**src/rtl/rtis_pkg.sv**
```systemverilog
`default_nettype none
// ----------------------------------------------------------------------------
// rtis_pkg
// Shared types and constants for the rigid transform inlier scoring block.
// ----------------------------------------------------------------------------
package rtis_pkg;

	localparam int RTIS_MAX_POINTS = 1024;
	localparam int RTIS_QDEPTH     = 8;

	localparam int COORD_W = 24;
	localparam int ROT_W   = 18;
	localparam int ROW_W   = 54;
	localparam int SQ_W    = 54;
	localparam int SUM_W   = 64;
	localparam int IDX_W   = 10;
	localparam int TOT_W   = 11;

	// register indexes of the configuration port
	localparam logic [2:0] REG_ROT0    = 3'd0;
	localparam logic [2:0] REG_ROT1    = 3'd1;
	localparam logic [2:0] REG_ROT2    = 3'd2;
	localparam logic [2:0] REG_SHIFT_X = 3'd3;
	localparam logic [2:0] REG_SHIFT_Y = 3'd4;
	localparam logic [2:0] REG_SHIFT_Z = 3'd5;
	localparam logic [2:0] REG_MAX_SQ  = 3'd6;

	// identity rotation, one Q1.16 unit on the diagonal
	localparam logic [ROW_W-1:0] ROT0_RESET = ROW_W'(64'h1) << 16;
	localparam logic [ROW_W-1:0] ROT1_RESET = ROW_W'(64'h1) << 34;
	localparam logic [ROW_W-1:0] ROT2_RESET = ROW_W'(64'h1) << 52;

	// one scored pair on its way from the front to the back
	typedef struct packed {
		logic [IDX_W-1:0] idx;
		logic             inlier;
		logic [SQ_W-1:0]  sq;
		logic             done;
		logic [SUM_W-1:0] sum;
	} rec_t;

	typedef enum logic [1:0] {
		BK_IDLE,
		BK_DIV,
		BK_WAIT
	} back_state_t;

endpackage
`default_nettype wire

```
**src/rtl/rtis_back.sv**
```systemverilog
`default_nettype none
// ----------------------------------------------------------------------------
// rtis_back
// Mean divider for pass-ending pairs and the result register.
// ----------------------------------------------------------------------------
module rtis_back import rtis_pkg::*; #(
	parameter int MAX_POINTS = RTIS_MAX_POINTS,
	localparam int CW = $clog2(MAX_POINTS + 1),
	localparam int SW = $clog2(SUM_W)
) (
	input  wire               clk,
	input  wire               arst_n,
	input  wire               q_valid,
	input  wire  rec_t        q_rec,
	input  wire  [CW-1:0]     q_cnt,
	output logic              q_pop,
	output logic              empty,
	input  wire               pop,
	output logic [IDX_W-1:0]  pair_index,
	output logic              is_inlier,
	output logic [SQ_W-1:0]   pair_sq_dist,
	output logic              pass_done,
	output logic [TOT_W-1:0]  inlier_total,
	output logic [SQ_W-1:0]   mean_sq_error
);

	back_state_t state_q, state_d;

	logic             out_v_q;
	logic             out_free;
	logic             need_div;
	logic             load_direct, start_div, div_step, load_div;

	rec_t             hold_q;
	logic [CW-1:0]    div_q;
	logic [CW-1:0]    rem_q;
	logic [SUM_W-1:0] quo_q;
	logic [SW-1:0]    step_q;

	logic [CW:0]      trial;
	logic             ge;
	logic [CW:0]      diff;

	assign out_free = !out_v_q || pop;
	assign need_div = q_rec.done && (q_cnt != '0);
	assign empty    = !out_v_q;

	always_comb begin
		state_d = state_q;
		case (state_q)
			BK_IDLE: begin
				if (q_valid && out_free && need_div) state_d = BK_DIV;
			end
			BK_DIV: begin
				if (step_q == '0) state_d = BK_WAIT;
			end
			BK_WAIT: begin
				if (out_free) state_d = BK_IDLE;
			end
			default: state_d = BK_IDLE;
		endcase
	end

	always_comb begin
		q_pop       = 1'b0;
		load_direct = 1'b0;
		start_div   = 1'b0;
		div_step    = 1'b0;
		load_div    = 1'b0;
		case (state_q)
			BK_IDLE: begin
				q_pop       = q_valid && out_free;
				load_direct = q_pop && !need_div;
				start_div   = q_pop && need_div;
			end
			BK_DIV:  div_step = 1'b1;
			BK_WAIT: load_div = out_free;
			default: ;
		endcase
	end

	always_ff @(posedge clk or negedge arst_n) begin
		if (!arst_n) begin
			state_q <= BK_IDLE;
		end else begin
			state_q <= state_d;
		end
	end

	// restoring division, one quotient bit a cycle
	assign trial = {rem_q, quo_q[SUM_W-1]};
	assign diff  = trial - {1'b0, div_q};
	assign ge    = (trial >= {1'b0, div_q});

	always_ff @(posedge clk) begin
		if (start_div) begin
			hold_q <= q_rec;
			div_q  <= q_cnt;
			rem_q  <= '0;
			quo_q  <= q_rec.sum;
			step_q <= SW'(SUM_W - 1);
		end else if (div_step) begin
			rem_q  <= ge ? diff[CW-1:0] : trial[CW-1:0];
			quo_q  <= {quo_q[SUM_W-2:0], ge};
			step_q <= step_q - 1'b1;
		end
	end

	always_ff @(posedge clk or negedge arst_n) begin
		if (!arst_n) begin
			out_v_q <= 1'b0;
		end else if (load_direct || load_div) begin
			out_v_q <= 1'b1;
		end else if (pop) begin
			out_v_q <= 1'b0;
		end
	end

	always_ff @(posedge clk) begin
		if (load_direct) begin
			pair_index    <= q_rec.idx;
			is_inlier     <= q_rec.inlier;
			pair_sq_dist  <= q_rec.sq;
			pass_done     <= q_rec.done;
			inlier_total  <= q_rec.done ? TOT_W'(q_cnt) : '0;
			mean_sq_error <= q_rec.done ? '1 : '0;
		end else if (load_div) begin
			pair_index    <= hold_q.idx;
			is_inlier     <= hold_q.inlier;
			pair_sq_dist  <= hold_q.sq;
			pass_done     <= hold_q.done;
			inlier_total  <= TOT_W'(div_q);
			mean_sq_error <= quo_q[SQ_W-1:0];
		end
	end

endmodule
`default_nettype wire
```
**config.mk**
```make
export PLATFORM = sky130hd
export DESIGN_NAME = rtis_back
export DESIGN_NICKNAME = d
export VERILOG_FILES = /design/src/rtl/rtis_pkg.sv /design/src/rtl/rtis_back.sv
export SDC_FILE = /design/constraint.sdc
export NUM_CORES = 1
export LEC_CHECK = 0
export BUFFER_PORTS_ARGS = -buffer_cell sky130_fd_sc_hd__clkbuf_2
export CAP_MARGIN = 15
export CORE_ASPECT_RATIO = 1.25
export CORE_MARGIN = 5
export CORE_UTILIZATION = 45
export DETAILED_ROUTE_END_ITERATION = 7
export GPL_ROUTABILITY_DRIVEN = 0
export PLACE_DENSITY = 0.7
export SYNTH_ARGS = -nofsm -noshare
export SYNTH_HDL_FRONTEND = slang
export SYNTH_SLANG_ARGS = --single-unit
```
**constraint.sdc**
```tcl
create_clock -name clk -period 10.8 [get_ports clk]
set_input_delay 2.16 -clock clk [delete_from_list [all_inputs] [get_ports clk]]
set_output_delay 2.16 -clock clk [all_outputs]
set_load 0.005 [all_outputs]
```
### Word-level counts from Yosys, hierarchy flattened

Index checks and enable logic that the tools add are counted.
W data, S select, Z words.

| storage, ports and cells | value |
|---|---|
| flip-flop bits (word level) | 292 |
| input port bits | 145 |

| cells by class | value |
|---|---|
| $add $sub $neg | 2 |
| magnitude comparators | 1 |
| eq/ne operators | 5 |
| muxes and demuxes | 28 |
| reductions and logical operators | 15 |

Operators with widths:

| operator | count |
|---|---|
| $mux W54 | 5 |
| $mux W64 | 2 |
| $mux W11 | 4 |
| $mux W10 | 2 |
| $ge A12 B11 Y1 | 1 |
| $mux W1 | 11 |
| $reduce_bool A11 Y1 | 1 |
| $sub A11 B11 Y11 | 1 |
| $logic_not A6 Y1 | 1 |
| $mux W2 | 3 |
| $ne A2 B2 Y1 const B | 3 |
| $pmux W2 S3 | 1 |
| $reduce_bool A2 Y1 | 3 |
| $sub A6 B1 Y6 const B | 1 |
| $logic_and A1 B1 Y1 | 4 |
| $reduce_and A3 Y1 | 1 |
| $eq A2 B1 Y1 const B | 1 |
| $eq A2 B2 Y1 const B | 1 |
| $logic_not A1 Y1 | 2 |
| $logic_not A2 Y1 | 1 |
| $logic_or A1 B1 Y1 | 2 |

### Depth between registers and ports, before layout

Gate-level depths: netlist of the first run.

| depth | value |
|---|---|
| depth after elaboration | 7 |
| gate-level depth with buffers | 10 |
| gate-level depth less buffers | 9 |

### Worst setup path after synthesis of the first run

No wires, ideal clock.

| path | value |
|---|---|
| kind | input -> register |
| from | input port pop |
| to | register inlier_total[0] (enable) |
| arrival time | 11495 ps |
| data required time | 9998 ps |
| slack | -1497 ps |
| stages | 3 |
| buffers on the path | 0 |
| cells stage by stage | nand2b_1 > inv_1 > o21ai_0 |

| between the ends | value |
|---|---|
| word-level cells in the longest chain between the ends | 5 |
| elaborated cells between the ends (all ways) | 6 |
| those cells by class | mux: 2; reduce/logical: 4 |

Ends and longest elaborated chain:

| item | RTL line | RTL |
|---|---|---|
| start: declaration | rtis_back.sv:18 | `input wire pop,` |
| $logic_or A1 B1 Y1 (*) | rtis_back.sv:44 | `assign out_free = !out_v_q \|\| pop;` |
| $logic_and A1 B1 Y1 | rtis_back.sv:72 | `q_pop = q_valid && out_free;` |
| $logic_and A1 B1 Y1 | rtis_back.sv:73 | `load_direct = q_pop && !need_div;` |
| $mux W1 | rtis_back.sv:70 | `case (state_q)` |
| $reduce_bool A2 Y1 (no source line) (*) | n/a |  |
| end signal: assignment | rtis_back.sv:125 | `inlier_total <= q_rec.done ? TOT_W'(q_cnt) : '0;` |
| end signal: assignment | rtis_back.sv:132 | `inlier_total <= TOT_W'(div_q);` |
| end: declaration | rtis_back.sv:23 | `output logic [TOT_W-1:0] inlier_total,` |

Mark *: on every way between the ends. The rest lies on a longest branch, timed or not.
A chain may end at the register's enable or synchronous reset.

### Worst setup path in the final report of the first run

| path | value |
|---|---|
| from | input port pop |
| to | output port q_pop |

| between the ends | value |
|---|---|
| word-level cells in the longest chain between the ends | 3 |

Ends and longest elaborated chain:

| item | RTL line | RTL |
|---|---|---|
| $logic_or A1 B1 Y1 | rtis_back.sv:44 |  |
| $logic_and A1 B1 Y1 | rtis_back.sv:72 |  |
| $mux W1 | rtis_back.sv:70 |  |
| end: declaration | rtis_back.sv:16 | `output logic q_pop,` |

No other way between the ends.

==> results.toml, run 1 <==
[routing]
drtIter0Drc = 422
detail-route-antenna-nets = 0
detail_route.wl_per_cell_um = 17.4
dr_total_vias = 7985
first_pass_iters = 4
drt-total-wl_mm = 27.7
drt-vias-per-instance = 5.03
drcViolationCount = 0

[finish]
final_cell_mix = "nand2_1, clkbuf_2, edfxtp_1"
diodes = 0
drive_gt1_frac = 0.272
nFillCells = 2201
layout.nets = 1383
syn2layout_area_growth_pct = 21.6
mostFrequentLayoutCell = "nand2_1"

[pwr]
max-vdd-ir-drop_mv = 0.166
power-per-cell-area_nw_per_um2 = 230
p_leak_nw = 6.44

[die]
die_h_um = 191
initial_core_util = 0.455
pin_count = 278
die_area_um2 = 29700
rows = 66
coreArea_um2 = 26000
fp.dieW_um = 155

[critical_path]
max_stage_delay_ns = 0.67
arrival_ns = 3.43
crit_path_max_fanout = 5
required_ns = 8.64
cp_cell_sequence = "clkbuf_2 -> nand2b_1 -> nand2_1 -> nor3_1 -> clkbuf_2"
critPathKind = "in2out"
rr_worst_depth = 6
crit_top_cell = "clkbuf_2"
worstSetupStartpointType = "input port"
slowest_stage = "nor3_1"
end_kind = "primary output"

[global_routing]
grt_max_degree = 85
first_global_vias = 8103
track_usage = 0.180
grt-ovfl-total = 0
antenna_found_initial = 2
grt_pass1_wl_mm = 42.9

[yosys]
ys_warn_count = 0
synth_ff_type = "edfxtp_1"
ys_seq_area_frac = 0.725
synth.distinct_cells = 46
synthArstFlopShare = 0.0103
avgSynthCellArea_um2 = 12.4
syn-instance-count = 958
syn_nets = 1116
synth-edff-count = 272
syn_area_um2 = 11800
synth_seq_cells = 292

[placed_design]
place_ws_ns = 5.22
dp_hpwl_mm = 18.1
port_buffers = 277

[clock_tree]
cts_setup_buffers = 0
cts_hold_buf = 0
clock_latency_ns = 0.55
cts_tree = "built"
htreeDepth = 1
root_buffer = "clkbuf_16"
clock-sinks = 292
cts_buffer_depth = 3
post_cts_resized = 0
cts_buffers = 29
cts.clk_slew.worst_paths_ns = 0.06

[worst_hold_path]
min_path_cells = 2
hold_class = "reg2reg"

[run_status]
status = "completed"

[timing]
fin_crit_sh = 0.518
maxSlewViolCount = 0
setup_viol = 0
final.setup.tns_ns = 0
final.setup.worst_slack_ns = 5.21
relSlewSlack = 0.262
period_needed_ns = 5.59
hold_violations = 0
fin_skew_ns = 0.0142
rsz0062_at_grt = "no"
max_freq_ghz = 0.179
worst_pin_slew_ns = 1.11

[flow_run]
drv_cap = 0
## cell type report
cell class / count / area [µm²] / area share
clock inverters: 21 / 166 / 0.0116
well taps: 340 / 425 / 0.0296
repair buffers: 285 / 1450 / 0.101
clock buffers: 33 / 741 / 0.0515
flip-flops and latches: 292 / 8580 / 0.596
inverters: 18 / 72.6 / 0.00504
multi-input cells: 599 / 2960 / 0.205
## critical path: cells and delay by family
kind / cells / cell delay, ns
AND/OR/NAND/NOR: 3 / 0.91
buffers and inverters: 2 / 0.36
## stage by stage
| stage | hold WS, ns | utilization | total power, mW | area, µm² | cells |
|---|---|---|---|---|---|
| 2_1_floorplan | 0.456 | - | 2.16 | 11800 | 958 |
| 3_3_place_gp | 0.474 | 0.518 | 2.34 | 13500 | 1533 |
| 3_5_place_dp | 0.481 | 0.518 | 2.36 | 13500 | 1533 |
| 4_1_cts | 0.490 | 0.553 | 3.34 | 14400 | 1587 |
| 5_1_grt | 0.524 | 0.553 | 3.50 | 14400 | 1588 |
| 6_report | 0.487 | 0.553 | 3.31 | 14400 | 1588 |
## power by group
group          switching, mW  internal (mW)
Sequential             0.104           1.55
Combinational          0.387          0.301
Clock                  0.429          0.541
## cell usage after synthesis (2+ instances only)
cell / number / share of area
nand2_1: 400 / 0.13
edfxtp_1: 272 / 0.69
a21o_1: 58 / 0.037
buf_2: 29 / 0.012
nor2_1: 24 / 0.0076
nand3_1: 18 / 0.0076
dfxtp_1: 17 / 0.029
inv_1: 17 / 0.0054
clkbuf_1: 15 / 0.0048
ha_1: 12 / 0.013
o21ai_0: 9 / 0.0038
mux2i_1: 7 / 0.0059
nand2b_1: 7 / 0.0037
a21oi_1: 6 / 0.0025
xnor2_1: 6 / 0.0044
buf_6: 5 / 0.0048
nor3_1: 5 / 0.0021
a31oi_1: 4 / 0.0021
nor4_1: 4 / 0.0021
xor2_1: 4 / 0.0030
and2_1: 3 / 0.0016
dfrtp_1: 3 / 0.0063
nor2b_1: 3 / 0.0016
o211ai_1: 3 / 0.0019
and3_1: 2 / 0.0011
o21a_1: 2 / 0.0013
o21ai_2: 2 / 0.0015
o221ai_1: 2 / 0.0015
o31ai_1: 2 / 0.0013
## logic make-up after synthesis
| kind of cell | Yosys count | share of synthesized area |
|---|---|---|
| and+or+nand+nor | 468 | 0.155 |
| DFF | 292 | 0.725 |
| AOI/OAI and AO/OA | 101 | 0.0641 |
| buffers and inverters | 67 | 0.0275 |
| adders and majority gates | 13 | 0.0144 |
| xor gates and xnor gates | 10 | 0.00740 |
| muxes | 7 | 0.00592 |
## sequential cells by signal (all words and copies together) (netlist names)
signal / flops
div_q: 11
hold_q: 66
inlier_total: 11
is_inlier: 1
mean_sq_error: 54
out_v_q: 1
pair_index: 10
pair_sq_dist: 54
pass_done: 1
quo_q: 64
rem_q: 11
state_q: 2
step_q: 6
## path summary, 6_finish.rpt
check / from / to / slack [ns]
min in group asynchronous: arst_n / out_v_q$_DFFE_PN0P_ / 1.40
max: pop / q_pop / 5.21
max reg2reg: out_v_q$_DFFE_PN0P_ / pair_sq_dist[9]$_DFFE_PP_ / 7.51
max in group asynchronous: arst_n / state_q[0]$_DFFE_PN0P_ / 9.29
min reg2reg: rem_q[3]$_SDFFE_PP0P_ / rem_q[3]$_SDFFE_PP0P_ / 0.49
min: rem_q[3]$_SDFFE_PP0P_ / rem_q[3]$_SDFFE_PP0P_ / 0.49
## routing by layer
| layer | track usage | routed length, µm |
|---|---|---|
| met1 | 0.235 | 11400 |
| met2 | 0.290 | 12700 |
| met5 | 0 | 27 |
| met4 | 0.0496 | 658 |
| met3 | 0.0571 | 2970 |
(Power assumes the default switching activity.)
==> inputs of run 2 (changes only) <==
- ABC_AREA: unset -> 1
- clock period: 10.8 -> 5 ns (I/O delays scaled with it)
==> results.toml, run 2 <==
[timing]
fin_skew_ns = 0.0179
final.setup.tns_ns = 0
worst_pin_slew_ns = 1.13
max_freq_ghz = 0.361
setup_viol = 0
hold_violations = 0
relSlewSlack = 0.244
fin_crit_sh = 0.555
period_needed_ns = 2.77
maxSlewViolCount = 0
hold_slack_ns = 0.252
rsz0062_at_grt = "no"

[critical_path]
crit_path_max_fanout = 3
slowest_stage = "nor2_1"
critPathKind = "in2out"
cp_cell_sequence = "clkbuf_2 -> nor2_1 -> inv_2 -> nand2_1 -> nor3_4 -> clkbuf_2"
arrival_ns = 1.77
end_kind = "primary output"
required_ns = 4.00
max_stage_delay_ns = 0.32
crit_top_cell = "clkbuf_2"
worstSetupStartpointType = "input port"

[clock_tree]
root_buffer = "clkbuf_16"
cts_tree = "built"
cts_buffers = 29
cts.clk_slew.worst_paths_ns = 0.07
cts_buffer_depth = 3
clock_latency_ns = 0.55
post_cts_resized = 0
cts_hold_buf = 0
clock-sinks = 292
htreeDepth = 1
cts_setup_buffers = 0

[placed_design]
port_buffers = 277
dp_hpwl_mm = 17.8

[run_status]
status = "completed"

[yosys]
yosysTopAreaCell = "edfxtp_1"
syn_area_um2 = 12000
syn-instance-count = 1104
ys_seq_area_frac = 0.715
synth_ff_type = "edfxtp_1"
synth.top_cell.area_share = 0.680
netlist_top_cells_count = "nand2_1, edfxtp_1, inv_1"
ys_warn_count = 0
synthArstFlopShare = 0.0103
synth_area_leaders = "edfxtp_1, nand2_1, dfxtp_1, inv_1, nand3_1"
synth.distinct_cells = 31
syn_nets = 1262
synth.most_common_cell = "nand2_1"
synth-edff-count = 272
avgSynthCellArea_um2 = 10.9
synth_seq_cells = 292

[global_routing]
grt_pass1_wl_mm = 40.4
first_global_vias = 8046
grt-ovfl-total = 0
grt_max_degree = 138
antenna_found_initial = 3
track_usage = 0.167

[routing]
drtIter0Drc = 592
wl_met3_mm = 2.20
first_pass_iters = 5
wl_met2_mm = 12.6
drcViolationCount = 0
drt-vias-per-instance = 4.79
detail_route.wl_per_cell_um = 15.2
detail-route-antenna-nets = 0
highest_layer = "met5"
wirelength_met1_mm = 10.7
drt-total-wl_mm = 26.4
dr_total_vias = 8331

[die]
pin_count = 278
coreArea_um2 = 26200
die_area_um2 = 30100
die_h_um = 193
fp.dieW_um = 156
initial_core_util = 0.459
rows = 66

[finish]
syn2layout_area_growth_pct = 21.9
largest_register = "hold_q"
drive_gt1_frac = 0.245
final_cell_mix = "nand2_1, clkbuf_2, edfxtp_1"
nFillCells = 2254
reg.largest.list = "hold_q (66), quo_q (64)"
mostFrequentLayoutCell = "nand2_1"
layout.nets = 1532
largest_register_ff_count = 66

[pwr]
internal_power_mw = 4.62
p_total_mw = 6.17
p_leak_nw = 6.70
p_switching_mw = 1.55
seqPwrFrac = 0.503
p_comb_frac = 0.144
p_sw_frac = 0.251
max-vdd-ir-drop_mv = 0.336
p_clk_frac = 0.353
power-per-cell-area_nw_per_um2 = 422

[worst_hold_path]
hold_class = "in2async"

[flow_run]
drv_cap = 0
run 2: cell types whose count changed in the layout (fill, tap and decap cells not counted), sizes merged, moves of 6 or more:
cell    previous run  this run
o21ai             12         6
nand3             18        33
a21o              58         1
nand4              1        15
nand2b             7         0
mux2i              7         0
nand2            400       586
nor2              24        32
inv               19        60
run 2: logic make-up (layout without fill, tap and decap cells):
family / Yosys count / count (layout) / share of synthesized area
AO/OA/AOI/OAI: 14 / 14 / 0.00636
XOR/XNOR: 5 / 5 / 0.00365
adder cells (fa/ha/maj): 13 / 13 / 0.0142
buffers and inverters: 105 / 398 / 0.0395
flip-flops: 292 / 292 / 0.715
other: 0 / 2 / 0
AND/OR/NAND/NOR: 675 / 675 / 0.221
run 2: power groups by stage:
stage / sequential (mW) / clock (mW) / combinational, mW
after detailed placement: 3.15 / 0 / 0.890
final: 3.10 / 2.18 / 0.886
after global routing: 3.13 / 2.32 / 1.05
after CTS: 3.10 / 2.23 / 0.891
after floorplan: 3.11 / 0 / 0.684
after global placement: 3.14 / 0 / 0.856
run 2: area by class of cell:
type                            instances  area [µm²]  share of cell area
Clock inverter                         21         213              0.0145
Antenna cell                            2        5.00            0.000342
Inverter                               58         223              0.0152
Tap cell                              340         425              0.0291
Timing Repair Buffer                  286        1480               0.101
Multi-Input combinational cell        707        2970               0.203
Clock buffer                           33         741              0.0506
Sequential cell                       292        8580               0.586
run 2: metal layers:
metal,vias up,global-route usage
li1,4163,-
met1,3792,0.217
met2,314,0.276
met3,58,0.0359
met4,4,0.0618
met5,-,0
run 2: final timing paths:
path / start / endpoint / slack (ns) / cells past startpoint
setup reg to reg: div_q[0]$_DFFE_PP_ / rem_q[5]$_SDFFE_PP0P_ / 2.30 / 10
setup / recovery: pop / q_pop / 2.23 / 6
min in group clk: rem_q[3]$_SDFFE_PP0P_ / rem_q[3]$_SDFFE_PP0P_ / 0.48 / 2
hold reg to reg: rem_q[3]$_SDFFE_PP0P_ / rem_q[3]$_SDFFE_PP0P_ / 0.48 / 2
hold / removal: arst_n / out_v_q$_DFFE_PN0P_ / 0.25 / 1
max in group asynchronous: arst_n / state_q[1]$_DFFE_PN0P_ / 4.61 / 1
run 2: per-stage QoR:
step           cells  setup slack (ns)  utilization  instance area (µm²)
2_1_floorplan   1104            0.0301            -                12000
3_3_place_gp    1682              1.89        0.522                13700
3_5_place_dp    1682              1.81        0.522                13700
4_1_cts         1736              2.24        0.558                14600
5_1_grt         1738              2.07        0.559                14600
6_report        1739              2.23        0.559                14600
run 2: critical path: cells and delay by family:
kind | cells | cell delay [ns]
buffers and inverters | 3 | 0.26
and+or+nand+nor | 3 | 0.52
