$ cat config.mk
export PLATFORM = sky130hd
export DESIGN_NAME = rtis_queue
export DESIGN_NICKNAME = d
export VERILOG_FILES = /design/src/rtl/rtis_pkg.sv /design/src/rtl/rtis_queue.sv
export SDC_FILE = /design/constraint.sdc
export NUM_CORES = 1
export LEC_CHECK = 0
export ABC_AREA = 1
export ABC_CLOCK_PERIOD_IN_PS = 2650
export BUFFER_PORTS_ARGS = -buffer_cell sky130_fd_sc_hd__buf_2
export CAP_MARGIN = 30
export CORE_ASPECT_RATIO = 1.75
export CORE_MARGIN = 4
export CORE_UTILIZATION = 40
export CTS_BUF_LIST = sky130_fd_sc_hd__clkbuf_4 sky130_fd_sc_hd__clkbuf_8
export DETAILED_ROUTE_END_ITERATION = 16
export PLACE_DENSITY = 0.69
export SYNTH_ARGS = -nofsm -noshare
export SYNTH_HDL_FRONTEND = slang
export SYNTH_SLANG_ARGS = --single-unit
$ cat constraint.sdc
create_clock -name clk -period 2.65 [get_ports clk]
set_input_delay 0.265 -clock clk [delete_from_list [all_inputs] [get_ports clk]]
set_output_delay 0.265 -clock clk [all_outputs]
set_load 0.01 [all_outputs]
$ cat src/rtl/rtis_pkg.sv
`default_nettype none
// ----------------------------------------------------------------------------
// rtis_pkg
// Shared types and constants for the rigid transform inlier scoring block.
// ----------------------------------------------------------------------------
package rtis_pkg;

	localparam int RTIS_MAX_POINTS = 1024;
	localparam int RTIS_QDEPTH     = 8;

	localparam int COORD_W = 24;
	localparam int ROT_W   = 18;
	localparam int ROW_W   = 54;
	localparam int SQ_W    = 54;
	localparam int SUM_W   = 64;
	localparam int IDX_W   = 10;
	localparam int TOT_W   = 11;

	// register indexes of the configuration port
	localparam logic [2:0] REG_ROT0    = 3'd0;
	localparam logic [2:0] REG_ROT1    = 3'd1;
	localparam logic [2:0] REG_ROT2    = 3'd2;
	localparam logic [2:0] REG_SHIFT_X = 3'd3;
	localparam logic [2:0] REG_SHIFT_Y = 3'd4;
	localparam logic [2:0] REG_SHIFT_Z = 3'd5;
	localparam logic [2:0] REG_MAX_SQ  = 3'd6;

	// identity rotation, one Q1.16 unit on the diagonal
	localparam logic [ROW_W-1:0] ROT0_RESET = ROW_W'(64'h1) << 16;
	localparam logic [ROW_W-1:0] ROT1_RESET = ROW_W'(64'h1) << 34;
	localparam logic [ROW_W-1:0] ROT2_RESET = ROW_W'(64'h1) << 52;

	// one scored pair on its way from the front to the back
	typedef struct packed {
		logic [IDX_W-1:0] idx;
		logic             inlier;
		logic [SQ_W-1:0]  sq;
		logic             done;
		logic [SUM_W-1:0] sum;
	} rec_t;

	typedef enum logic [1:0] {
		BK_IDLE,
		BK_DIV,
		BK_WAIT
	} back_state_t;

endpackage
`default_nettype wire

$ cat src/rtl/rtis_queue.sv
`default_nettype none
// ----------------------------------------------------------------------------
// rtis_queue
// Small first-in first-out queue between the front and the back.
// ----------------------------------------------------------------------------
module rtis_queue import rtis_pkg::*; #(
	parameter int WIDTH = 8,
	parameter int DEPTH = RTIS_QDEPTH,
	localparam int AW = (DEPTH > 1) ? $clog2(DEPTH) : 1,
	localparam int NW = $clog2(DEPTH + 1)
) (
	input  wire              clk,
	input  wire              arst_n,
	input  wire              push,
	input  wire  [WIDTH-1:0] wr_data,
	input  wire              pop,
	output logic [WIDTH-1:0] rd_data,
	output logic             empty
);

	logic [WIDTH-1:0] slot_q [DEPTH];
	logic [AW-1:0]    wr_ptr_q, rd_ptr_q;
	logic [NW-1:0]    cnt_q;
	logic             do_pop;

	assign empty   = (cnt_q == '0);
	assign do_pop  = pop && !empty;
	assign rd_data = slot_q[rd_ptr_q];

	always_ff @(posedge clk) begin
		if (push) begin
			slot_q[wr_ptr_q] <= wr_data;
		end
	end

	always_ff @(posedge clk or negedge arst_n) begin
		if (!arst_n) begin
			wr_ptr_q <= '0;
			rd_ptr_q <= '0;
			cnt_q    <= '0;
		end else begin
			if (push) begin
				wr_ptr_q <= (wr_ptr_q == AW'(DEPTH - 1)) ? '0 : wr_ptr_q + 1'b1;
			end
			if (do_pop) begin
				rd_ptr_q <= (rd_ptr_q == AW'(DEPTH - 1)) ? '0 : rd_ptr_q + 1'b1;
			end
			if (push && !do_pop) begin
				cnt_q <= cnt_q + 1'b1;
			end else if (!push && do_pop) begin
				cnt_q <= cnt_q - 1'b1;
			end
		end
	end

endmodule
`default_nettype wire

Yosys cells after proc, flatten, opt, wreduce, memory -nomap -nowiden
Memories as Yosys holds them, arrays and structs flattened.
Index checks and enable logic that the tools add are counted.
W data, S select, Z words.

cells by class
  $add $sub $neg = 4
  equal/unequal tests = 2
  multiplexer cells = 6
  reduce and logical (&&, ||, !) cells = 8

operator list
  kind                   count
  $mux W4                2
  $add A3 B1 Y3 const B  2
  $eq A3 B3 Y1 const B   2
  $mux W3                2
  $add A4 B1 Y4 const B  1
  $logic_not A4 Y1       1
  $sub A4 B1 Y4 const B  1
  $logic_and A1 B1 Y1    3
  $logic_not A1 Y1       3
  $mux W1                2
  $reduce_bool A2 Y1     1

word-level totals
  flip-flop bits (word level) = 10
  RAM bits = 64
  input port bits = 12
  output and inout port bits = 9
  word-level logic and storage cells = 24
  memories = 1

memories
  memory  depth  bits a word  rd ports  clocked after memory_dff  write ports  line              text
  slot_q  8      8            1         0                         1            rtis_queue.sv:21  logic [WIDTH-1:0] slot_q [DEPTH];

Depth between registers and ports, before layout
Gate-level depths: netlist of run 1.

  depth after elaboration = 6
  gate-level depth with buffers = 12
  depth with buffers taken out = 12

Least setup slack after synthesis of run 1
Ideal clock, no wire load.

  path kind = reg-to-reg
  start point = register cnt_q[0]
  end point = register cnt_q[3]
  setup time = 0.117 ns
  data arrival time = 1.791 ns
  required time = 2.533 ns
  path slack = 0.742 ns
  stages on the path, launching flop included = 12
  buffers on the path = 0
  clock period less this slack = 1.908 ns
  cell sequence = dfrtp_1 nor2_1 nand2_1 nand2_1 ha_1 inv_1 ha_1 or2_2 nand2_1 nand2_1 nand3_1 nand2_1

on the way
  word-level cells in the longest chain between the ends = 6
  elaborated cells between the ends (all ways) = 11
  those cells by class = add/sub (2); mux (2); reduce/logical (7)

RTL lines
  element                                                                line              text
  from (decl)                                                            rtis_queue.sv:23  logic [NW-1:0] cnt_q;
  from (signal assigned)                                                 rtis_queue.sv:49  cnt_q <= cnt_q + 1'b1;
  from (signal assigned)                                                 rtis_queue.sv:51  cnt_q <= cnt_q - 1'b1;
  parallel branches: the longest is 6 deep, another holds $sub A4 B1 Y4  n/a

Several ways; the timed one is not identified. The select of a mux whose other input is x is not followed.
A chain may end at the register's enable or synchronous reset.

Worst setup path in the final report of run 1
  start point = register rd_ptr_q[2]
  end point = output port rd_data[3]

on the way
  word-level cells in the longest chain between the ends = 1

RTL lines
  element                 line              text
  from (decl)             rtis_queue.sv:22  logic [AW-1:0] wr_ptr_q, rd_ptr_q;
  from (signal assigned)  rtis_queue.sv:46  rd_ptr_q <= (rd_ptr_q == AW'(DEPTH - 1)) ? '0 : rd_ptr_q + 1'b1;
  $mem_v2 Z8 W8           n/a
  to (decl)               rtis_queue.sv:17  output logic [WIDTH-1:0] rd_data,

Every way passes these cells.

==> insert_results.sql, run 1 <==
INSERT INTO impl_metrics (metric_group, metric, value, unit) VALUES
('yosys', 'synth-simple-area-share', '0.176', ''),
('placement', 'placed_cell_area', '3420', 'um2'),
('clock_network', 'cts-buffers-inserted', '9', ''),
('placement', 'final_weighted_congestion_in_routability_driven_placement', '0.770', ''),
('yosys', 'dominant_combinational_cell_family_by_area_after_synthesis', 'simple AND/OR/NAND/NOR gates', ''),
('clock_network', 'tritoncts_num_sinks', '74', ''),
('routing', 'drtAntennaViolNets', '0', ''),
('pwr', 'ir_drop', '0.000612', 'V'),
('clock_network', 'cts.repair_timing.setup_buffer_count', '0', ''),
('global_route', 'number_of_antenna_violations_at_the_first_check_in_global_routing', '0', ''),
('worst_setup_path', 'endpoint_kind', 'output pin', ''),
('timing', 'finalClockSkew', '0.00795', 'ns'),
('min_path', 'hold_depth', '1', ''),
('timing', 'tightest_slew', '0.511', 'ns'),
('die', 'rows', '43', ''),
('min_path', 'hold-path-endpoint', 'slot_q[0][2]', ''),
('worst_setup_path', 'r2r_setup_slack', '0.58', 'ns'),
('global_route', 'largest_net_degree_at_the_start_of_global_routing', '34', ''),
('cells_and_area', 'multi_input_area', '892', 'um2'),
('cells_and_area', 'utilization_after_layout', '0.457', ''),
('placement', 'detailed_place_hpwl', '4310', 'um'),
('clock_network', 'clk_root_buffer_cell', 'sky130_fd_sc_hd__clkbuf_8', ''),
('cells_and_area', 'areaGrowthSynthToFinish', '12.0', '%'),
('timing', 'finalSetupViolations', '0', ''),
('yosys', 'synth_compound_area_frac', '0.0621', ''),
('yosys', 'synthXorXnorAreaFrac', '0.00543', ''),
('worst_setup_path', 'critPathLaunch', 'rd_ptr_q[2]', ''),
('cells_and_area', 'num-fill-cells', '704', ''),
('cells_and_area', 'antenna_cells', '0', ''),
('timing', 'final_min_period_over_clock_period', '0.796', ''),
('placement', 'portBuffers', '20', ''),
('pwr', 'design_power_total', '3740', 'uW'),
('cells_and_area', 'post_route_cells_drive_above_1_share', '0.144', ''),
('yosys', 'synthCells', '297', ''),
('yosys', 'syn_nets', '317', ''),
('worst_setup_path', 'r2r.worst_path.cells', '11', ''),
('worst_setup_path', 'worstSetupPathType', 'register to output pin', ''),
('timing', 'timing.final.crit_period', '2.11', 'ns'),
('die', 'dieArea', '9610', 'um2'),
('worst_setup_path', 'timing.critical_path.fanout_max', '10', ''),
('worst_setup_path', 'timing.critical_path.arrival', '1.84', 'ns'),
('worst_setup_path', 'reg2reg_from', 'cnt_q[0]', ''),
('pwr', 'leakagePower', '0.00148', 'uW'),
('routing', 'num_vias', '2107', ''),
('worst_setup_path', 'worst_r2r_endpoint', 'cnt_q[3]', ''),
('timing', 'fin_setup_tns', '0', 'ns'),
('yosys', 'syn_area', '3220', 'um2'),
('pwr', 'switching_share', '0.362', ''),
('routing', 'drt_first_pass_iters', '5', ''),
('worst_setup_path', 'worst_setup_path_start_kind', 'register', ''),
('cells_and_area', 'ff_latch_area', '2170', 'um2'),
('routing', 'postRouteWirelength', '6150', 'um'),
('die', 'num_io_pins', '21', ''),
('pwr', 'power_density', '1040', 'nW/um2'),
('routing', 'detailedRoute.firstIterationViolations', '84', ''),
('pwr', 'combPwrFrac', '0.360', ''),
('yosys', 'synthDominantCellAreaShare', '0.596', ''),
('pwr', 'power.clock.fraction', '0.216', ''),
('timing', 'max-slew-margin-rel', '0.658', ''),
('global_route', 'global_route_wire_length_before_repair', '10200', 'um'),
('run_status', 'run_status', 'complete, no violations', ''),
('clock_network', 'max-clock-path-buffers', '2', ''),
('yosys', 'ys_ff_latch', '74', ''),
('timing', 'unrepaired_setup_endpoints_after_global_routing', 'no', ''),
('timing', 'drv_slew', '0', ''),
('pwr', 'seq_power_share', '0.424', ''),
('yosys', 'synth.yosys.warnings', '0', ''),
('routing', 'route.detailed.wl_per_inst', '14.5', 'um'),
('yosys', 'yosysSeqAreaShare', '0.674', ''),
('cells_and_area', 'fin_cells', '423', ''),
('cells_and_area', 'finalInstanceArea', '3610', 'um2');
-- per-stage QoR --
| step | hold slack (ns) | setup slack, ns |
|---|---|---|
| floorplan | -0.0306 | 0.742 |
| global placement | 0.141 | 0.656 |
| detailed placement | 0.143 | 0.595 |
| CTS | 0.174 | 0.512 |
| global route | 0.185 | 0.362 |
| finish | 0.188 | 0.542 |
-- power groups by stage --
stage | Clock (uW) | Sequential, uW | Combinational, uW
floorplan | 0 | 1550 | 1080
global placement | 0 | 1600 | 1340
detailed placement | 0 | 1610 | 1370
CTS | 833 | 1590 | 1380
global route | 883 | 1610 | 1580
finish | 808 | 1590 | 1350
-- layer usage --
metal	track usage	vias up	wire length (um)
met5	0	-	0
met4	0.0711	0	157
met3	0.0357	13	227
met2	0.252	46	3470
met1	0.164	994	2300
li1	-	1054	-
-- registers in the layout, summed over array words and instances, names as in the netlist --
name / cells
slot_q: 64
cnt_q: 4
rd_ptr_q: 3
wr_ptr_q: 3
-- what timing repair did --
item | in CTS | in global routing
gates resized for setup | 0 | 0
hold endpoints to repair | 10 | 0
hold buffers | 1 | 0
-- cell families after synthesis --
| group | Yosys count |
|---|---|
| AND/OR/NAND/NOR | 149 |
| flip-flops | 74 |
| AO/OA/AOI/OAI | 40 |
| buffers and inverters | 24 |
| adder cells (fa/ha/maj) | 8 |
| XOR/XNOR | 2 |
-- critical path, cell delays in order, from the launching register on --
cell                       delay, ns
sky130_fd_sc_hd__dfrtp_1        0.63
sky130_fd_sc_hd__clkinv_1       0.46
sky130_fd_sc_hd__nand2_1        0.18
sky130_fd_sc_hd__nand2_1        0.09
sky130_fd_sc_hd__buf_2          0.15
-- how the worst max path moves through the flow --
stage / to / slack [ns] / cells past startpoint
floorplan: cnt_q[3] / 0.74 / 11
global placement: cnt_q[3] / 0.66 / 11
detailed placement: cnt_q[3] / 0.59 / 11
CTS: rd_data[3] / 0.51 / 4
global route: cnt_q[3] / 0.36 / 11
finish: rd_data[3] / 0.54 / 4
-- synth_stat cells, drive strengths merged --
| library cell | number |
|---|---|
| nand2 | 116 |
| edfxtp | 64 |
| o21ai | 38 |
| nor2 | 28 |
| inv | 12 |
| buf | 11 |
| dfrtp | 10 |
| ha | 7 |
| nand3 | 4 |
| a21oi | 2 |
| xnor2 | 2 |
| clkinv | 1 |
| fa | 1 |
| or2 | 1 |
-- layout by cell type (no fill, tap or decap) --
cell,n
sky130_fd_sc_hd__buf_4,11
sky130_fd_sc_hd__o21ai_0,18
sky130_fd_sc_hd__nand2_1,116
sky130_fd_sc_hd__o21ai_1,20
sky130_fd_sc_hd__edfxtp_1,64
sky130_fd_sc_hd__fa_1,1
sky130_fd_sc_hd__buf_2,20
sky130_fd_sc_hd__clkbuf_8,9
sky130_fd_sc_hd__dlygate4sd3_1,1
sky130_fd_sc_hd__xnor2_1,2
sky130_fd_sc_hd__inv_4,1
sky130_fd_sc_hd__clkbuf_4,2
sky130_fd_sc_hd__inv_8,1
sky130_fd_sc_hd__or2_2,1
sky130_fd_sc_hd__nand3_1,4
sky130_fd_sc_hd__dfrtp_1,10
sky130_fd_sc_hd__a21oi_1,2
sky130_fd_sc_hd__inv_1,10
sky130_fd_sc_hd__bufinv_16,1
sky130_fd_sc_hd__clkinv_1,2
sky130_fd_sc_hd__clkinv_2,2
sky130_fd_sc_hd__nor2_1,28
sky130_fd_sc_hd__ha_1,7
-- cell type report --
class | count | share of cell area
Timing Repair Buffer | 32 | 0.0534
Sequential cell | 74 | 0.602
Multi-Input combinational cell | 199 | 0.247
Clock buffer | 11 | 0.0385
Clock inverter | 4 | 0.0121
Tap cell | 90 | 0.0312
Inverter | 13 | 0.0163
(Power assumes the default switching activity.)
==> inputs of run 2 (changes only) <==
ABC_AREA = 0   (was 1)
ABC_CLOCK_PERIOD_IN_PS = 1900   (was 2650)
PLACE_DENSITY = 0.71   (was 0.69)
clock period = 1.9 ns   (was 2.65 ns; I/O delays follow)
==> run 2 against run 1 <==
The run now ends with setup timing left. Clock power rose by 37%. Routed wire length down 11%. Utilization increased by 4.2 points. Cell count down 28%. Critical path type is now register to register. Largest power group is now combinational logic. Highest routed layer unchanged.
==> insert_results.sql, run 2 <==
INSERT INTO impl_metrics (metric_group, metric, value, unit) VALUES
('cells_and_area', 'reg_top3', 'slot_q (64), cnt_q (4)', ''),
('run_status', 'violations_in_the_final_reports', 'setup timing', ''),
('yosys', 'syn_area', '3140', 'um2'),
('global_route', 'grt-ovfl-total', '0', ''),
('timing', 'timing.final.ws_setup', '-0.217', 'ns'),
('cells_and_area', 'ff_latch_area', '2170', 'um2'),
('worst_setup_path', 'required_time_reported_for_the_critical_path_endpoint', '2.12', 'ns'),
('worst_setup_path', 'timing.critical_path.arrival', '2.33', 'ns'),
('cells_and_area', 'largest_reg_by_ff_count', 'slot_q', ''),
('routing', 'drc', '0', ''),
('die', 'effective_utilization_at_floorplan', '0.412', ''),
('routing', 'postRouteWirelength', '5450', 'um'),
('cells_and_area', 'final_common_cell', 'sky130_fd_sc_hd__edfxtp_1', ''),
('pwr', 'switching_share', '0.291', ''),
('min_path', 'hold_depth', '1', ''),
('cells_and_area', 'areaGrowthSynthToFinish', '21.0', '%'),
('worst_setup_path', 'cp.buffers_inverters', '1', ''),
('pwr', 'p_int', '4110', 'uW'),
('die', 'rows', '42', ''),
('timing', 'finalSetupViolations', '11', ''),
('timing', 'final_hold_vios', '0', ''),
('worst_setup_path', 'path_depth', '7', ''),
('job', 'max_cap_viol_count', '0', ''),
('worst_setup_path', 'timing.critical_path.cells', 'o41ai_4, ha_2, inv_4, ha_4, or4_4, o211ai_1, o211ai_1', ''),
('yosys', 'yosysSeqAreaShare', '0.692', ''),
('global_route', 'track_usage', '0.132', ''),
('pwr', 'leakagePower', '0.00138', 'uW'),
('worst_setup_path', 'worstSetupPathType', 'register to register', ''),
('cells_and_area', 'most-common-layout-cells', '64 x sky130_fd_sc_hd__edfxtp_1, 24 x sky130_fd_sc_hd__buf_4, 16 x sky130_fd_sc_hd__mux4_2', ''),
('worst_setup_path', 'r2r_setup_slack', '-0.22', 'ns'),
('yosys', 'synthesis.area_per_instance', '19.9', 'um2'),
('timing', 'finalClockSkew', '0.00951', 'ns'),
('pwr', 'ir_drop', '0.000764', 'V'),
('timing', 'fin_setup_tns', '-1.35', 'ns'),
('die', 'num_io_pins', '21', ''),
('worst_setup_path', 'kind_of_cell_adding_the_most_delay_to_the_critical_path', 'compound AO/OA/AOI/OAI gates', ''),
('die', 'dieArea', '9380', 'um2'),
('yosys', 'synth_top_flop_cell', 'sky130_fd_sc_hd__edfxtp_1', ''),
('clock_network', 'clk_root_buffer_cell', 'sky130_fd_sc_hd__clkbuf_8', ''),
('clock_network', 'cts.htree.levels', '3', ''),
('routing', 'detailedRoute.firstIterationViolations', '79', ''),
('clock_network', 'tritoncts', 'yes', ''),
('yosys', 'netlist-cell-type-count', '31', ''),
('routing', 'drtAntennaViolNets', '0', ''),
('clock_network', 'clkSlewWorstSetupHoldPaths', '0.07', 'ns'),
('clock_network', 'max-clock-path-buffers', '2', ''),
('die', 'fp.coreArea', '7620', 'um2'),
('global_route', 'number_of_antenna_violations_at_the_first_check_in_global_routing', '0', ''),
('worst_setup_path', 'reg2reg_from', 'cnt_q[1]', ''),
('pwr', 'power.clock.fraction', '0.191', ''),
('timing', 'max_freq', '472', 'MHz'),
('yosys', 'most_instantiated_library_cell_after_synthesis', 'sky130_fd_sc_hd__edfxtp_1', ''),
('min_path', 'holdCritPathClass', 'primary input to register', ''),
('cells_and_area', 'multi_input_area', '911', 'um2'),
('routing', 'num_vias', '1578', ''),
('worst_setup_path', 'r2r.worst_path.cells', '7', ''),
('timing', 'drv_slew', '0', ''),
('yosys', 'synth_area_leaders', 'sky130_fd_sc_hd__edfxtp_1 61%, sky130_fd_sc_hd__dfrtp_1 8.0%, sky130_fd_sc_hd__mux4_1 6.7%, sky130_fd_sc_hd__mux4_2 5.7%, sky130_fd_sc_hd__mux2_4 3.8%', ''),
('routing', 'detail_route.vias_per_cell', '5.17', ''),
('pwr', 'power_switching', '1690', 'uW'),
('timing', 'timing.final.crit_period', '2.12', 'ns'),
('placement', 'detailed_place_hpwl', '3710', 'um'),
('global_route', 'largest_net_degree_at_the_start_of_global_routing', '17', ''),
('placement', 'place.detailed.instances', '282', ''),
('placement', 'portBuffers', '20', ''),
('worst_setup_path', 'critical_path.max_stage_delay', '0.47', 'ns'),
('yosys', 'library_cell_with_the_largest_summed_area_after_synthesis', 'sky130_fd_sc_hd__edfxtp_1', ''),
('min_path', 'timing.hold.worst.start', 'wr_data[6]', ''),
('routing', 'drt_first_pass_iters', '4', ''),
('timing', 'tightest_slew', '0.644', 'ns'),
('worst_setup_path', 'critical_path.slowest_cell', 'sky130_fd_sc_hd__or4_4', ''),
('worst_setup_path', 'cpMostUsedCell', 'sky130_fd_sc_hd__o211ai_1', ''),
('clock_network', 'tritoncts_num_sinks', '74', ''),
('cells_and_area', 'max_reg_flops', '64', ''),
('yosys', 'async_flop_share', '0.135', ''),
('timing', 'unrepaired_setup_endpoints_after_global_routing', 'yes', ''),
('worst_setup_path', 'worst_setup_path_start_kind', 'register', ''),
('cells_and_area', 'antenna_cells', '0', ''),
('worst_setup_path', 'worst_r2r_endpoint', 'cnt_q[3]', ''),
('cells_and_area', 'post_route_cells_drive_above_1_share', '0.461', ''),
('timing', 'max-slew-margin-rel', '0.571', ''),
('clock_network', 'clkLatencyLatePin', '0.34', 'ns'),
('clock_network', 'cts-buffers-inserted', '9', ''),
('die', 'die_width', '75.0', 'um'),
('global_route', 'first_global_vias', '1721', ''),
('worst_setup_path', 'timing.critical_path.fanout_max', '4', ''),
('run_status', 'run_status', 'complete, but fails checks', ''),
('pwr', 'seq_power_share', '0.400', ''),
('yosys', 'ys_ff_latch', '74', ''),
('pwr', 'combPwrFrac', '0.409', ''),
('cells_and_area', 'nNetsFinal', '233', ''),
('yosys', 'syn_nets', '178', ''),
('yosys', 'synth.yosys.warnings', '0', ''),
('min_path', 'hold-path-endpoint', 'slot_q[3][6]', ''),
('yosys', 'synthCells', '158', ''),
('yosys', 'synth-edff-count', '64', ''),
('pwr', 'power_density', '1530', 'nW/um2'),
('die', 'die_y', '125', 'um'),
('worst_setup_path', 'endpoint_kind', 'register', ''),
('routing', 'route.detailed.wl_per_inst', '17.9', 'um'),
('global_route', 'global_route_wire_length_before_repair', '8750', 'um'),
('cells_and_area', 'fin_cells', '305', ''),
('cells_and_area', 'num-fill-cells', '625', ''),
('timing', 'final_min_period_over_clock_period', '1.11', ''),
('yosys', 'commonest_cells_in_the_synthesized_netlist', '64 x sky130_fd_sc_hd__edfxtp_1, 10 x sky130_fd_sc_hd__dfrtp_1, 8 x sky130_fd_sc_hd__mux2_4, 8 x sky130_fd_sc_hd__mux4_1, 8 x sky130_fd_sc_hd__mux4_2', ''),
('yosys', 'synthDominantCellAreaShare', '0.612', ''),
('placement', 'final_weighted_congestion_in_routability_driven_placement', '0.748', '');
## run 2: worst register-to-register path, cell delays in order (launching register included)
cell	delay [ns]
sky130_fd_sc_hd__dfrtp_2	0.43
sky130_fd_sc_hd__o41ai_4	0.38
sky130_fd_sc_hd__ha_2	0.27
sky130_fd_sc_hd__inv_4	0.05
sky130_fd_sc_hd__ha_4	0.16
sky130_fd_sc_hd__or4_4	0.47
sky130_fd_sc_hd__o211ai_1	0.10
sky130_fd_sc_hd__o211ai_1	0.12
## run 2: layout make-up
type | instances | share of cell area
Clock buffer | 10 | 0.0346
Clock inverter | 5 | 0.0122
Inverter | 2 | 0.00264
Multi-Input combinational cell | 76 | 0.240
Sequential cell | 74 | 0.573
Tap cell | 88 | 0.0290
Timing Repair Buffer | 50 | 0.109
## run 2: worst max path at each step
stage	startpoint	to
6_report	cnt_q[1]	cnt_q[3]
5_1_grt	cnt_q[1]	cnt_q[3]
4_1_cts	cnt_q[0]	cnt_q[3]
3_5_place_dp	cnt_q[1]	cnt_q[3]
3_3_place_gp	cnt_q[1]	cnt_q[3]
2_1_floorplan	cnt_q[1]	cnt_q[3]
## run 2: through the flow
| step | hold slack [ns] | worst slack, ns | instance area (um2) | utilization | power (uW) |
|---|---|---|---|---|---|
| after floorplan | -0.106 | -0.374 | 3150 | - | 3700 |
| after global placement | 0.0682 | -0.221 | 3490 | 0.459 | 4290 |
| after detailed placement | 0.0697 | -0.332 | 3490 | 0.459 | 4370 |
| after CTS | 0.0945 | -0.243 | 3780 | 0.496 | 5860 |
| after global routing | 0.117 | -0.304 | 3800 | 0.498 | 6130 |
| final | 0.116 | -0.217 | 3800 | 0.498 | 5800 |
## run 2: cell families after synthesis
family,Yosys count,synth area share
AO/OA/AOI/OAI,10,0.0279
flip-flops,74,0.692
multiplexers,29,0.180
adder cells (fa/ha/maj),8,0.0343
buffers and inverters,8,0.0175
AND/OR/NAND/NOR,27,0.0423
XOR/XNOR,2,0.00558
## run 2: routing by layer
metal  part of all wire  track usage
met1               0.39        0.147
met2               0.55        0.226
met3              0.034       0.0289
met4              0.026       0.0692
met5                  0            0
## run 2: power by group through the flow
stage	sequential, uW	combinational [uW]	clock [uW]
after floorplan	2270	1430	0
after global placement	2320	1970	0
after detailed placement	2340	2020	0
after CTS	2320	2400	1140
after global routing	2350	2570	1210
final	2320	2370	1110
## run 2: what timing repair did
action,4_1_cts,5_1_grt
gates resized for setup,26,3
hold buffers,1,0
setup buffers,6,1
pin swaps,7,7
setup endpoints to repair,11,11
endpoints found under the hold margin,10,0
==> inputs of run 3 (changes only) <==
ABC_CLOCK_PERIOD_IN_PS = 2700   (was 1900)
PLACE_DENSITY = 0.69   (was 0.71)
clock period = 2.7 ns   (was 1.9 ns; I/O delays follow)
==> run 3 against run 2 <==
The flow now finishes without violations. Utilization down 2.6 points. First-iteration DRC count grew 42%. Critical endpoint unchanged. Sequential power fell by 29%. Via count down 3.7%. Setup slack gained 0.40 ns. Cell count fell by 5.6%. Die area unchanged.
==> insert_results.sql, run 3 (synthesis gave the netlist of run 2 again) <==
INSERT INTO impl_metrics (metric_group, metric, value, unit) VALUES
('min_path', 'timing.hold.worst.start', 'wr_data[3]', ''),
('global_route', 'first_global_vias', '1590', ''),
('routing', 'num_vias', '1519', ''),
('pwr', 'power_density', '1030', 'nW/um2'),
('worst_setup_path', 'critical_path.max_stage_delay', '0.53', 'ns'),
('cells_and_area', 'post_route_cells_drive_above_1_share', '0.335', ''),
('routing', 'route.detailed.wl_per_inst', '18.3', 'um'),
('die', 'die_width', '75.0', 'um'),
('die', 'fp.coreArea', '7620', 'um2'),
('clock_network', 'cts_repair_resizes', '0', ''),
('worst_setup_path', 'timing.critical_path.arrival', '2.74', 'ns'),
('worst_setup_path', 'reg2reg_from', 'cnt_q[0]', ''),
('timing', 'max_freq', '397', 'MHz'),
('clock_network', 'holdBufCountCts', '1', ''),
('cells_and_area', 'antenna_cells', '0', ''),
('routing', 'drtAntennaViolNets', '0', ''),
('pwr', 'leakagePower', '0.00131', 'uW'),
('timing', 'timing.final.crit_period', '2.52', 'ns'),
('die', 'dieArea', '9380', 'um2'),
('timing', 'drv_slew', '0', ''),
('clock_network', 'clkSlewWorstSetupHoldPaths', '0.07', 'ns'),
('cells_and_area', 'fin_cells', '288', ''),
('placement', 'place.detailed.instances', '271', ''),
('cells_and_area', 'most-common-layout-cells', '64 x sky130_fd_sc_hd__edfxtp_1, 20 x sky130_fd_sc_hd__buf_2, 10 x sky130_fd_sc_hd__dfrtp_1, 10 x sky130_fd_sc_hd__buf_4, 9 x sky130_fd_sc_hd__clkbuf_8', ''),
('die', 'effective_utilization_at_floorplan', '0.412', ''),
('die', 'num_io_pins', '21', ''),
('worst_setup_path', 'worstSetupPathType', 'register to register', ''),
('clock_network', 'max-clock-path-buffers', '2', ''),
('worst_setup_path', 'timing.critical_path.fanout_max', '6', ''),
('job', 'max_cap_viol_count', '0', ''),
('timing', 'max-slew-margin-rel', '0.565', ''),
('timing', 'final_hold_vios', '0', ''),
('clock_network', 'tritoncts_num_sinks', '74', ''),
('global_route', 'global_route_wire_length_before_repair', '8340', 'um'),
('clock_network', 'cts-buffers-inserted', '9', ''),
('placement', 'detailed_place_hpwl', '3660', 'um'),
('cells_and_area', 'largest_reg_by_ff_count', 'slot_q', ''),
('run_status', 'run_status', 'complete, no violations', ''),
('timing', 'tightest_slew', '0.652', 'ns'),
('worst_setup_path', 'required_time_reported_for_the_critical_path_endpoint', '2.92', 'ns'),
('timing', 'final_min_period_over_clock_period', '0.933', ''),
('worst_setup_path', 'worst_setup_path_start_kind', 'register', ''),
('placement', 'final_weighted_congestion_in_routability_driven_placement', '0.723', ''),
('placement', 'portBuffers', '20', ''),
('timing', 'finalSetupViolations', '0', ''),
('worst_setup_path', 'endpoint_kind', 'register', ''),
('routing', 'drc', '0', ''),
('cells_and_area', 'areaGrowthSynthToFinish', '14.6', '%'),
('global_route', 'number_of_antenna_violations_at_the_first_check_in_global_routing', '0', ''),
('routing', 'detail_route.vias_per_cell', '5.27', ''),
('clock_network', 'cts.repair_timing.setup_buffer_count', '0', ''),
('clock_network', 'cts.htree.levels', '3', ''),
('cells_and_area', 'final_common_cell', 'sky130_fd_sc_hd__edfxtp_1', ''),
('pwr', 'ir_drop', '0.000497', 'V'),
('global_route', 'track_usage', '0.127', ''),
('routing', 'postRouteWirelength', '5280', 'um'),
('cells_and_area', 'max_reg_flops', '64', ''),
('timing', 'unrepaired_setup_endpoints_after_global_routing', 'no', ''),
('timing', 'fin_setup_tns', '0', 'ns'),
('cells_and_area', 'reg_top3', 'slot_q (64), cnt_q (4)', ''),
('cells_and_area', 'nNetsFinal', '215', ''),
('worst_setup_path', 'critical_path.slowest_cell', 'sky130_fd_sc_hd__or4_1', ''),
('worst_setup_path', 'timing.critical_path.cells', 'o41ai_4, ha_1, inv_1, ha_1, or4_1, o211ai_1, o211ai_1', ''),
('global_route', 'grt-ovfl-total', '0', ''),
('die', 'die_y', '125', 'um'),
('global_route', 'largest_net_degree_at_the_start_of_global_routing', '17', ''),
('die', 'rows', '42', ''),
('routing', 'detailedRoute.firstIterationViolations', '112', ''),
('clock_network', 'tritoncts', 'yes', ''),
('routing', 'drt_first_pass_iters', '4', ''),
('clock_network', 'clkLatencyLatePin', '0.34', 'ns'),
('clock_network', 'clk_root_buffer_cell', 'sky130_fd_sc_hd__clkbuf_8', ''),
('min_path', 'holdCritPathClass', 'primary input to register', ''),
('worst_setup_path', 'critPathLaunch', 'cnt_q[0]', ''),
('timing', 'finalClockSkew', '0.00702', 'ns');
## run 3: cell types whose count changed in the layout (fill, tap and decap cells not counted), sizes merged
cell / delta
buf: -18
clkbuf: +2
clkinv: -1
## run 3: area by class of cell
cell class	count	area [um2]
clock buffers	12	146
multi-input cells	76	911
repair buffers	32	205
well taps	88	110
fillers	625	4030
inverters	2	7.51
clock inverters	4	42.5
flip-flops and latches	74	2170
## run 3: per-layer routing
layer	share of wire	track usage	vias to the layer above	wire length, um
met5	0	0	-	0
met4	0.023	0.0671	0	121
met3	0.041	0.0386	11	217
met2	0.55	0.213	32	2900
met1	0.39	0.139	760	2040
li1	-	-	716	-
## run 3: worst paths after layout
path / to / slack [ns] / cells after the start
worst max-delay path: cnt_q[3] / 0.18 / 7
worst min-delay path: slot_q[4][3] / 0.20 / 1
worst max register to register: cnt_q[3] / 0.18 / 7
worst min register to register: rd_ptr_q[1] / 0.53 / 2
max in group asynchronous: cnt_q[2] / 2.18 / 2
min in group asynchronous: cnt_q[3] / 0.32 / 2
## run 3: worst max-delay path: cells and delay by family, from the launching register on
kind                       cells  cell delay (ns)
adders and majority gates      2             0.67
AOI/OAI and AO/OA              3             0.60
and+or+nand+nor                1             0.53
DFF                            1             0.48
buffers and inverters          1             0.13
## run 3: metrics by stage
| stage | worst slack [ns] | area [um2] | total power (uW) | util | hold slack [ns] |
|---|---|---|---|---|---|
| final | 0.180 | 3590 | 3710 | 0.472 | 0.200 |
| after global routing | 0.0447 | 3590 | 3950 | 0.472 | 0.199 |
| after CTS | 0.171 | 3590 | 3760 | 0.472 | 0.181 |
| after detailed placement | 0.190 | 3400 | 2950 | 0.446 | 0.147 |
| after global placement | 0.272 | 3400 | 2920 | 0.446 | 0.150 |
| after floorplan | 0.267 | 3140 | 2580 | - | -0.0256 |
## run 3: power breakdown
group | switching (uW) | internal [uW]
sequential | 182 | 1460
clock | 364 | 450
combinational | 544 | 702
